<file path="src/hdl/adi_pkg.sv">
`default_nettype none
package adi_pkg;

    localparam int DEBOUNCE_TOP = 3;
    localparam int TIME_BITS    = 16;
    localparam int DEB_ON       = 2;
    localparam int DEB_W        = $clog2(DEBOUNCE_TOP + 1);
    localparam int INT_W        = 16;
    localparam int CMP_W        = (TIME_BITS > INT_W) ? TIME_BITS : INT_W;

    localparam logic [TIME_BITS-1:0] TIME_MAX = {TIME_BITS{1'b1}};

    typedef enum logic [2:0] {
        ACT_SAMPLE = 3'd0,
        ACT_TICK   = 3'd1,
        ACT_ALARM  = 3'd2,
        ACT_LED    = 3'd3,
        ACT_BUZZER = 3'd4,
        ACT_SYSTEM = 3'd5
    } t_action;

    typedef enum logic [1:0] {
        LED_NORMAL = 2'd0,
        LED_FAST   = 2'd1,
        LED_HOLD   = 2'd2
    } t_ind_mode;

    typedef enum logic [1:0] {
        REG_TEMP_LIMIT  = 2'd0,
        REG_HUMID_LIMIT = 2'd1,
        REG_SLOW_IVL    = 2'd2,
        REG_FAST_IVL    = 2'd3
    } t_reg_idx;

    localparam logic signed [15:0] TEMP_LIMIT_RST  = 16'sd3000;
    localparam logic [13:0]        HUMID_LIMIT_RST = 14'd8000;
    localparam logic [15:0]        SLOW_IVL_RST    = 16'd1000;
    localparam logic [15:0]        FAST_IVL_RST    = 16'd200;

    typedef struct packed {
        logic signed [15:0] temp_limit;
        logic [13:0]        humid_limit;
        logic [15:0]        slow_interval_ms;
        logic [15:0]        fast_interval_ms;
    } t_cfg;

    typedef struct packed {
        logic [2:0]         action;
        logic               sample_valid;
        logic signed [15:0] temperature;
        logic [13:0]        humidity;
        logic               flag_value;
        logic [1:0]         ind_mode_value;
        logic [15:0]        buzzer_ms;
    } t_in_word;

    typedef struct packed {
        logic alarm_request;
        logic led_on;
        logic buzzer_on;
        logic fast_rate;
    } t_result;

    typedef struct packed {
        logic                 alarm_flag;
        logic [DEB_W-1:0]     deb_count;
        logic                 system_on;
        t_ind_mode            mode;
        logic                 led_level;
        logic [TIME_BITS-1:0] since_toggle;
        logic                 timed_buzz;
        logic [TIME_BITS-1:0] buzz_remaining;
        logic                 buzzer_level;
    } t_state;

endpackage
`default_nettype wire

</file>
<file path="src/hdl/adi_if.sv">
`default_nettype none
interface adi_in_if;
    logic               valid;
    logic               ready;
    logic [2:0]         action;
    logic               sample_valid;
    logic signed [15:0] temperature;
    logic [13:0]        humidity;
    logic               flag_value;
    logic [1:0]         ind_mode_value;
    logic [15:0]        buzzer_ms;

    modport source (
        output valid, action, sample_valid, temperature, humidity,
               flag_value, ind_mode_value, buzzer_ms,
        input  ready
    );
    modport sink (
        input  valid, action, sample_valid, temperature, humidity,
               flag_value, ind_mode_value, buzzer_ms,
        output ready
    );
endinterface

interface adi_out_if;
    logic valid;
    logic ready;
    logic alarm_request;
    logic led_on;
    logic buzzer_on;
    logic fast_rate;

    modport source (
        output valid, alarm_request, led_on, buzzer_on, fast_rate,
        input  ready
    );
    modport sink (
        input  valid, alarm_request, led_on, buzzer_on, fast_rate,
        output ready
    );
endinterface
`default_nettype wire

</file>
<file path="src/hdl/alarm_debounce_indicator.sv">
`default_nettype none
// Path: a taken word is held in the input register, then its result is loaded into the
// result register once that register is empty or the sink takes the word it holds.
// Throughput: one word per clock while the sink keeps ready high; the combinational
// state update in adi_core sits between the input register and the result register.
// Reset (synchronous, active low): limits and intervals return to defaults,
// all state clears except the toggle timer, which saturates.
module alarm_debounce_indicator
    import adi_pkg::*;
(
    input  wire         i_clk,
    input  wire         i_rst_n,
    adi_in_if.sink      i_in,
    adi_out_if.source   o_out,
    input  wire         i_cfg_we,
    input  wire [1:0]   i_cfg_idx,
    input  wire [15:0]  i_cfg_data
);

    t_cfg     r_cfg;
    t_state   r_st;
    t_state   n_st;
    t_in_word r_in;
    logic     r_in_valid;
    t_result  r_res;
    t_result  n_res;
    logic     r_out_valid;
    logic     w_adv;
    logic     w_take;

    assign w_adv  = r_in_valid && (!r_out_valid || o_out.ready);
    assign w_take = i_in.valid && i_in.ready;

    assign i_in.ready = !r_in_valid || w_adv;

    always_ff @(posedge i_clk) begin
        if (!i_rst_n) begin
            r_cfg.temp_limit       <= TEMP_LIMIT_RST;
            r_cfg.humid_limit      <= HUMID_LIMIT_RST;
            r_cfg.slow_interval_ms <= SLOW_IVL_RST;
            r_cfg.fast_interval_ms <= FAST_IVL_RST;
        end else if (i_cfg_we) begin
            unique case (t_reg_idx'(i_cfg_idx))
                REG_TEMP_LIMIT:  r_cfg.temp_limit       <= $signed(i_cfg_data);
                REG_HUMID_LIMIT: r_cfg.humid_limit      <= i_cfg_data[13:0];
                REG_SLOW_IVL:    r_cfg.slow_interval_ms <= i_cfg_data;
                REG_FAST_IVL:    r_cfg.fast_interval_ms <= i_cfg_data;
                default: begin
                end
            endcase
        end
    end

    // Input register
    always_ff @(posedge i_clk) begin
        if (!i_rst_n) begin
            r_in_valid <= 1'b0;
        end else if (w_take) begin
            r_in_valid <= 1'b1;
        end else if (w_adv) begin
            r_in_valid <= 1'b0;
        end
    end

    always_ff @(posedge i_clk) begin
        if (w_take) begin
            r_in.action         <= i_in.action;
            r_in.sample_valid   <= i_in.sample_valid;
            r_in.temperature    <= i_in.temperature;
            r_in.humidity       <= i_in.humidity;
            r_in.flag_value     <= i_in.flag_value;
            r_in.ind_mode_value <= i_in.ind_mode_value;
            r_in.buzzer_ms      <= i_in.buzzer_ms;
        end
    end

    adi_core u_core (
        .i_state (r_st),
        .i_cfg   (r_cfg),
        .i_word  (r_in),
        .o_state (n_st),
        .o_res   (n_res)
    );

    always_ff @(posedge i_clk) begin
        if (!i_rst_n) begin
            r_st.alarm_flag     <= 1'b0;
            r_st.deb_count      <= '0;
            r_st.system_on      <= 1'b0;
            r_st.mode           <= LED_NORMAL;
            r_st.led_level      <= 1'b0;
            r_st.since_toggle   <= TIME_MAX;
            r_st.timed_buzz     <= 1'b0;
            r_st.buzz_remaining <= '0;
            r_st.buzzer_level   <= 1'b0;
        end else if (w_adv) begin
            r_st <= n_st;
        end
    end

    // Result register: hold until the sink takes the word
    always_ff @(posedge i_clk) begin
        if (!i_rst_n) begin
            r_out_valid <= 1'b0;
        end else if (w_adv) begin
            r_out_valid <= 1'b1;
        end else if (o_out.ready) begin
            r_out_valid <= 1'b0;
        end
    end

    always_ff @(posedge i_clk) begin
        if (w_adv) begin
            r_res <= n_res;
        end
    end

    assign o_out.valid         = r_out_valid;
    assign o_out.alarm_request = r_res.alarm_request;
    assign o_out.led_on        = r_res.led_on;
    assign o_out.buzzer_on     = r_res.buzzer_on;
    assign o_out.fast_rate     = r_res.fast_rate;

`ifndef SYNTH
    a_ready_only_when_full: assert property (@(posedge i_clk) disable iff (!i_rst_n)
        !i_in.ready |-> (r_in_valid && r_out_valid && !o_out.ready))
        else $error("input stalled without a blocked result");

    a_deb_bounded: assert property (@(posedge i_clk) disable iff (!i_rst_n)
        32'(r_st.deb_count) <= 32'(DEBOUNCE_TOP))
        else $error("debounce count above top");

    a_adv_loads_out: assert property (@(posedge i_clk) disable iff (!i_rst_n)
        w_adv |=> r_out_valid)
        else $error("processed word produced no result");

    a_sleep_clears: assert property (@(posedge i_clk) disable iff (!i_rst_n)
        (w_adv && r_in.action == ACT_SYSTEM && !r_in.flag_value)
        |=> (!r_st.alarm_flag && !r_st.led_level && !r_st.buzzer_level && !r_st.system_on))
        else $error("sleep left indicator state set");

    a_hold_lights_led: assert property (@(posedge i_clk) disable iff (!i_rst_n)
        (w_adv && r_in.action == ACT_TICK && r_st.system_on && r_st.mode == LED_HOLD)
        |=> r_st.led_level)
        else $error("hold mode tick left LED off");
`endif

endmodule
`default_nettype wire

</file>
<file path="src/hdl/adi_core.sv">
`default_nettype none
module adi_core
    import adi_pkg::*;
(
    input  t_state   i_state,
    input  t_cfg     i_cfg,
    input  t_in_word i_word,
    output t_state   o_state,
    output t_result  o_res
);

    always_comb begin
        t_state               st;
        logic                 over;
        logic                 sample;
        logic                 request;
        logic                 fast;
        logic [INT_W-1:0]     interval;
        logic [CMP_W-1:0]     ms_ext;
        logic [31:0]          cnt_ext;

        st       = i_state;
        sample   = 1'b0;
        request  = 1'b0;
        over     = 1'b0;
        fast     = 1'b0;
        interval = '0;
        ms_ext   = CMP_W'(i_word.buzzer_ms);
        cnt_ext  = '0;

        unique case (t_action'(i_word.action))
            ACT_SAMPLE: begin
                over = i_word.sample_valid &&
                       (($signed(i_word.temperature) > $signed(i_cfg.temp_limit)) ||
                        (i_word.humidity > i_cfg.humid_limit));
                if (over) begin
                    if (32'(st.deb_count) < 32'(DEBOUNCE_TOP)) begin
                        st.deb_count = st.deb_count + DEB_W'(1);
                    end
                end else if (st.deb_count != '0) begin
                    st.deb_count = st.deb_count - DEB_W'(1);
                end
                cnt_ext = 32'(st.deb_count);
                if (!st.alarm_flag && cnt_ext >= 32'(DEB_ON)) begin
                    request = 1'b1;
                end else if (st.alarm_flag && st.deb_count == '0) begin
                    request = 1'b0;
                end else begin
                    request = st.alarm_flag;
                end
                sample = 1'b1;
            end
            ACT_TICK: begin
                // Time counters run even while asleep
                if (st.since_toggle != TIME_MAX) begin
                    st.since_toggle = st.since_toggle + TIME_BITS'(1);
                end
                if (st.buzz_remaining != '0) begin
                    st.buzz_remaining = st.buzz_remaining - TIME_BITS'(1);
                end
                if (st.system_on) begin
                    if (st.timed_buzz && st.buzz_remaining == '0) begin
                        st.timed_buzz   = 1'b0;
                        st.buzzer_level = 1'b0;
                    end
                    if (st.mode == LED_HOLD) begin
                        st.led_level = 1'b1;
                    end else begin
                        fast     = st.alarm_flag || st.mode == LED_FAST;
                        interval = fast ? i_cfg.fast_interval_ms : i_cfg.slow_interval_ms;
                        if (CMP_W'(st.since_toggle) >= CMP_W'(interval)) begin
                            st.since_toggle = '0;
                            st.led_level    = ~st.led_level;
                            st.buzzer_level = st.timed_buzz ||
                                (st.alarm_flag && st.mode == LED_NORMAL && st.led_level);
                        end
                    end
                end
            end
            ACT_ALARM: begin
                st.alarm_flag = i_word.flag_value;
                if (!i_word.flag_value) begin
                    st.deb_count = '0;
                end
            end
            ACT_LED: begin
                // Mode code three is ignored
                if (i_word.ind_mode_value != 2'd3) begin
                    st.mode         = t_ind_mode'(i_word.ind_mode_value);
                    st.since_toggle = TIME_MAX;
                    if (st.mode == LED_HOLD) begin
                        st.timed_buzz   = 1'b0;
                        st.led_level    = 1'b1;
                        st.buzzer_level = 1'b0;
                    end else if (st.mode == LED_NORMAL) begin
                        st.timed_buzz   = 1'b0;
                        st.buzzer_level = 1'b0;
                    end
                end
            end
            ACT_BUZZER: begin
                if (i_word.buzzer_ms == '0) begin
                    st.timed_buzz   = 1'b0;
                    st.buzzer_level = 1'b0;
                end else begin
                    st.timed_buzz     = 1'b1;
                    st.buzz_remaining = (ms_ext > CMP_W'(TIME_MAX)) ? TIME_MAX
                                                                    : TIME_BITS'(ms_ext);
                    st.buzzer_level   = 1'b1;
                end
            end
            ACT_SYSTEM: begin
                st.system_on = i_word.flag_value;
                if (!i_word.flag_value) begin
                    st.alarm_flag   = 1'b0;
                    st.deb_count    = '0;
                    st.mode         = LED_NORMAL;
                    st.led_level    = 1'b0;
                    st.timed_buzz   = 1'b0;
                    st.buzzer_level = 1'b0;
                end
            end
            default: begin
            end
        endcase

        if (!sample) begin
            request = st.alarm_flag;
        end

        o_state             = st;
        o_res.alarm_request = request;
        o_res.led_on        = st.led_level;
        o_res.buzzer_on     = st.buzzer_level;
        o_res.fast_rate     = st.alarm_flag || st.mode == LED_FAST;
    end

endmodule
`default_nettype wire
</file>
<file path="src/flat_wrapper.sv">
// flat-port wrapper written by rule: the top's interface ports become plain ports
module alarm_debounce_indicator_flat import adi_pkg::*;
  (i_clk, i_rst_n, i_cfg_we, i_cfg_idx, i_cfg_data, i_in_valid, i_in_action, i_in_sample_valid, i_in_temperature, i_in_humidity, i_in_flag_value, i_in_ind_mode_value, i_in_buzzer_ms, i_in_ready, o_out_valid, o_out_alarm_request, o_out_led_on, o_out_buzzer_on, o_out_fast_rate, o_out_ready);
  adi_in_if i_in_i ();
  adi_out_if o_out_i ();
  input  wire i_clk;
  input  wire i_rst_n;
  input  wire i_cfg_we;
  input  wire [1:0] i_cfg_idx;
  input  wire [15:0] i_cfg_data;
  input wire logic [$bits(i_in_i.valid)-1:0] i_in_valid;
  input wire logic [$bits(i_in_i.action)-1:0] i_in_action;
  input wire logic [$bits(i_in_i.sample_valid)-1:0] i_in_sample_valid;
  input wire logic [$bits(i_in_i.temperature)-1:0] i_in_temperature;
  input wire logic [$bits(i_in_i.humidity)-1:0] i_in_humidity;
  input wire logic [$bits(i_in_i.flag_value)-1:0] i_in_flag_value;
  input wire logic [$bits(i_in_i.ind_mode_value)-1:0] i_in_ind_mode_value;
  input wire logic [$bits(i_in_i.buzzer_ms)-1:0] i_in_buzzer_ms;
  output wire logic [$bits(i_in_i.ready)-1:0] i_in_ready;
  output wire logic [$bits(o_out_i.valid)-1:0] o_out_valid;
  output wire logic [$bits(o_out_i.alarm_request)-1:0] o_out_alarm_request;
  output wire logic [$bits(o_out_i.led_on)-1:0] o_out_led_on;
  output wire logic [$bits(o_out_i.buzzer_on)-1:0] o_out_buzzer_on;
  output wire logic [$bits(o_out_i.fast_rate)-1:0] o_out_fast_rate;
  input wire logic [$bits(o_out_i.ready)-1:0] o_out_ready;
  assign i_in_i.valid = i_in_valid;
  assign i_in_i.action = i_in_action;
  assign i_in_i.sample_valid = i_in_sample_valid;
  assign i_in_i.temperature = i_in_temperature;
  assign i_in_i.humidity = i_in_humidity;
  assign i_in_i.flag_value = i_in_flag_value;
  assign i_in_i.ind_mode_value = i_in_ind_mode_value;
  assign i_in_i.buzzer_ms = i_in_buzzer_ms;
  assign i_in_ready = i_in_i.ready;
  assign o_out_valid = o_out_i.valid;
  assign o_out_alarm_request = o_out_i.alarm_request;
  assign o_out_led_on = o_out_i.led_on;
  assign o_out_buzzer_on = o_out_i.buzzer_on;
  assign o_out_fast_rate = o_out_i.fast_rate;
  assign o_out_i.ready = o_out_ready;
  alarm_debounce_indicator u_core (.i_clk(i_clk), .i_rst_n(i_rst_n), .i_in(i_in_i), .o_out(o_out_i), .i_cfg_we(i_cfg_we), .i_cfg_idx(i_cfg_idx), .i_cfg_data(i_cfg_data));
endmodule
</file>
<file path="config.mk">
export PLATFORM = sky130hd
export DESIGN_NAME = alarm_debounce_indicator_flat
export DESIGN_NICKNAME = d
export VERILOG_FILES = /design/src/hdl/adi_pkg.sv /design/src/hdl/adi_if.sv /design/src/hdl/alarm_debounce_indicator.sv /design/src/hdl/adi_core.sv /design/src/flat_wrapper.sv
export SDC_FILE = /design/constraint.sdc
export NUM_CORES = 1
export LEC_CHECK = 0
export BUFFER_PORTS_ARGS = -buffer_cell sky130_fd_sc_hd__buf_2
export CORE_MARGIN = 2
export CORE_UTILIZATION = 49
export DETAILED_ROUTE_END_ITERATION = 8
export HOLD_SLACK_MARGIN = 0.06
export PLACE_DENSITY = 0.68
export SLEW_MARGIN = 20
export SYNTH_ARGS = -nofsm -noshare
export SYNTH_HDL_FRONTEND = slang
export SYNTH_SLANG_ARGS = --single-unit
</file>
<file path="constraint.sdc">
create_clock -name i_clk -period 8.1 [get_ports i_clk]
set_input_delay 1.62 -clock i_clk [delete_from_list [all_inputs] [get_ports i_clk]]
set_output_delay 1.62 -clock i_clk [all_outputs]
set_load 0.02 [all_outputs]
</file>
==> flow_metrics.env <==
export IMPL_drt_iter0_drc=526
export IMPL_dp_cells=1217
export IMPL_status="complete, no violations"
export IMPL_path_delay_family="compound AO/OA/AOI/OAI gates"
export IMPL_worst_path_buf_inv=0
export IMPL_diodes=0
export IMPL_grt_max_degree=105
export IMPL_synthFlopType="dfxtp_1"
export IMPL_htree_levels=4
export IMPL_post_cts_buffers=0
export IMPL_cts_tree="done"
export IMPL_clk_path_buf_depth=2
export IMPL_synth_edf_count=57
export IMPL_postCtsHoldBufs=0
export IMPL_die_y_um=135.8
export IMPL_vdd_drop_max_mv=0.1396
export IMPL_clock_fmax_mhz=226.8
export IMPL_clockRootBuffer="clkbuf_16"
export IMPL_path_class="flop to flop"
export IMPL_critical_path_arrival_ps=4770
export IMPL_ant_nets=0
export IMPL_ctsResizeCount=0
export IMPL_min_period_ps=4409
export IMPL_cp_slowest_cell="or4_1"
export IMPL_clkSinkCount=162
export IMPL_coreArea_mm2=0.01712
export IMPL_path_cells="and4_1 > nand4_1 > or4_1 > nand3_1 > nor2_1 > xor2_1 > ha_1 > nand2_1 > o21ai_0 > a221oi_1 > o211a_1 > nor2_1 > a21oi_1 > a31oi_1 > o211ai_1"
export IMPL_vias_per_cell=5.649
export IMPL_synthToLayoutAreaGrowth_pct=13.69
export IMPL_synth_area_mm2=0.008517
export IMPL_synth_seq_area_share_pct=44.78
export IMPL_antenna_found_initial=0
export IMPL_start_util_pct=49.76
export IMPL_postSynthCellCount=950
export IMPL_leakage_nw=4.077
export IMPL_finClkSkew_ps=8.569
export IMPL_synth_distinct_cells=71
export IMPL_rsz0062_at_grt="no"
export IMPL_gp_congestion=0.8673
export IMPL_clk_pin_slew_ps=70
export IMPL_numCtsBuffers=17
export IMPL_grt_util_all_layers_pct=22.90
export IMPL_worstMarginPinSlew_ps=946.5
export IMPL_grt_pass1_wl_um=33240
export IMPL_finalHoldViolations=0
export IMPL_drt_total_wl_um=19910
export IMPL_synth_avg_cell_area_um2=8.965
export IMPL_async_flop_share_pct=0
export IMPL_tns_ps=0
export IMPL_path_common_cell="nor2_1"
export IMPL_slew_violations=0
export IMPL_max_slew_margin_pct=36.90
export IMPL_period_share_pct=54.43
export IMPL_place_hpwl_um=13930
export IMPL_die_area_mm2=0.01845
export IMPL_io_buffers=81
export IMPL_layout_drive_gt1_share_pct=14.16
export IMPL_die_w_um=135.8
export IMPL_maxCapViolations=0
export IMPL_grt_pass1_vias=6655
export IMPL_hold_path_class="flop to flop"
export IMPL_worst_setup_path_start_kind="flop"
export IMPL_worstPathRequired_ps=8460
export IMPL_fin_cells=1249
export IMPL_setup_viol=0
export IMPL_ys_ff_latch=162
export IMPL_pin_count=82
export IMPL_firstDrtPassIters=5
export IMPL_powerDensity_mw_per_mm2=213.3
export IMPL_fin_nets=1136
export IMPL_drc=0
export IMPL_num_vias=7056
export IMPL_wl_per_cell_um=15.94
export IMPL_end_kind="flop"
export IMPL_overflow=0
export IMPL_ys_warn_count=0
export IMPL_rows=48
export IMPL_synth_nets=1075
export IMPL_worstPathMaxFanout=9
export IMPL_max_stage_delay_ps=720
export IMPL_clkLatencyLatePin_ps=430
==> power breakdown <==
part	switching [mW]	leakage (nW)	internal, mW	total [mW]
Clock	0.367	0.287	0.439	0.807
Sequential	0.0250	1.41	0.879	0.904
Combinational	0.209	2.38	0.146	0.355
==> cells in the mapped netlist, drive strengths merged (3+ instances only) <==
| library cell | number | area share (%) |
|---|---|---|
| or3 | 3 | 0.22 |
| nor2b | 11 | 0.81 |
| nor2 | 42 | 1.9 |
| nand2b | 4 | 0.29 |
| or2 | 6 | 0.44 |
| inv | 54 | 2.4 |
| clkbuf | 41 | 1.8 |
| edfxtp | 57 | 20 |
| a21boi | 47 | 4.1 |
| a21o | 11 | 0.97 |
| xnor2 | 5 | 0.51 |
| o21ai | 51 | 3.0 |
| nand2 | 173 | 7.6 |
| or4 | 6 | 0.59 |
| mux2i | 20 | 2.4 |
| ha | 49 | 7.2 |
| a22oi | 9 | 0.79 |
| and2 | 10 | 0.73 |
| nor3 | 15 | 0.88 |
| a221oi | 4 | 0.48 |
| nand3 | 27 | 1.6 |
| a21oi | 58 | 3.4 |
| a211oi | 3 | 0.32 |
| buf | 5 | 0.41 |
| o211ai | 18 | 1.6 |
| xor2 | 7 | 0.72 |
| o22ai | 3 | 0.22 |
| and3 | 10 | 0.73 |
| o21a | 4 | 0.35 |
| nor4 | 17 | 1.5 |
| nand4 | 19 | 1.5 |
| o211a | 3 | 0.35 |
| nor3b | 4 | 0.35 |
| dfxtp | 105 | 25 |
| a31oi | 11 | 0.81 |
| and4 | 4 | 0.41 |
| o31ai | 5 | 0.60 |
==> worst paths after layout <==
check	startpoint	endpoint	slack (ps)	depth (start not counted)
setup / recovery	u_core.r_st[21]	u_core.r_st[25]	3690	15
hold / removal	u_core.r_cfg[3]	u_core.r_cfg[3]	470	2
setup reg to reg	u_core.r_st[21]	u_core.r_st[25]	3690	15
hold reg to reg	u_core.r_cfg[3]	u_core.r_cfg[3]	470	2
==> layer usage <==
| layer | vias to the layer above | GRT usage, % | share of wire [%] |
|---|---|---|---|
| li1 | 3545 | - | - |
| met1 | 3299 | 30.81 | 48 |
| met2 | 184 | 37.15 | 46 |
| met3 | 28 | 4.959 | 4.3 |
| met4 | 0 | 6.829 | 1.8 |
| met5 | - | 0 | 0 |
==> cell families after synthesis <==
kind of cell	after synthesis	synth area share, %
AOI/OAI and AO/OA	244	18.89
xor gates and xnor gates	12	1.234
adders and majority gates	50	7.316
buffers and inverters	100	4.598
DFF	162	44.78
muxes	22	2.615
and+or+nand+nor	360	20.57
==> layout by cell type (no fill, tap or decap), types with 7 or more instances in the layout <==
cell type  instances
ha_1              49
o211ai_1          18
dfxtp_1          105
a21o_1            11
and2_1             9
a31oi_1           11
a22oi_1            9
buf_4              7
nand3_1           27
nor4_1            14
edfxtp_1          57
nand2_1          173
nor3_1            15
o21ai_0           48
a21oi_1           57
xor2_1             7
nor2b_1           11
a21boi_0          47
mux2i_1           20
nand4_1           18
buf_2             81
and3_1            10
nor2_1            41
clkbuf_16         17
inv_1             54
==> state kept, by name (all words and copies together) (netlist names) <==
name,cells
u_core.r_in,53
u_core.o_out.fast_rate,1
u_core.o_out.buzzer_on,1
u_core.r_cfg,62
u_core.o_out.alarm_request,1
u_core.o_out.valid,1
u_core.o_out.led_on,1
u_core.r_in_valid,1
u_core.r_st,41
==> tightest hold or removal path, cell delays in order (launching register included) <==
cell,delay (ps)
dfxtp_1,320
nand2_1,50
nand3_1,60
==> per-stage QoR <==
step	hold slack [ps]	cell area [µm²]	setup WS, ps	util [%]	power (mW)
2_1_floorplan	437.4	8517	4496	-	1.175
3_3_place_gp	449.2	9077	3857	53.03	1.265
3_5_place_dp	454.1	9077	3779	53.03	1.270
4_1_cts	469.6	9674	3751	56.52	2.074
5_1_grt	486.6	9683	3304	56.57	2.166
6_report	466.2	9683	3691	56.57	2.065
==> final cells by class <==
type	count	area (µm²)
fill	1593	7433
multi-input combinational	688	4330
sequential	162	3814
timing repair buffer	88	457.9
clock buffer	18	429.2
tap	225	281.5
inverter	54	202.7
clock inverter	14	167.7
Power figures use the tool's default switching activity.
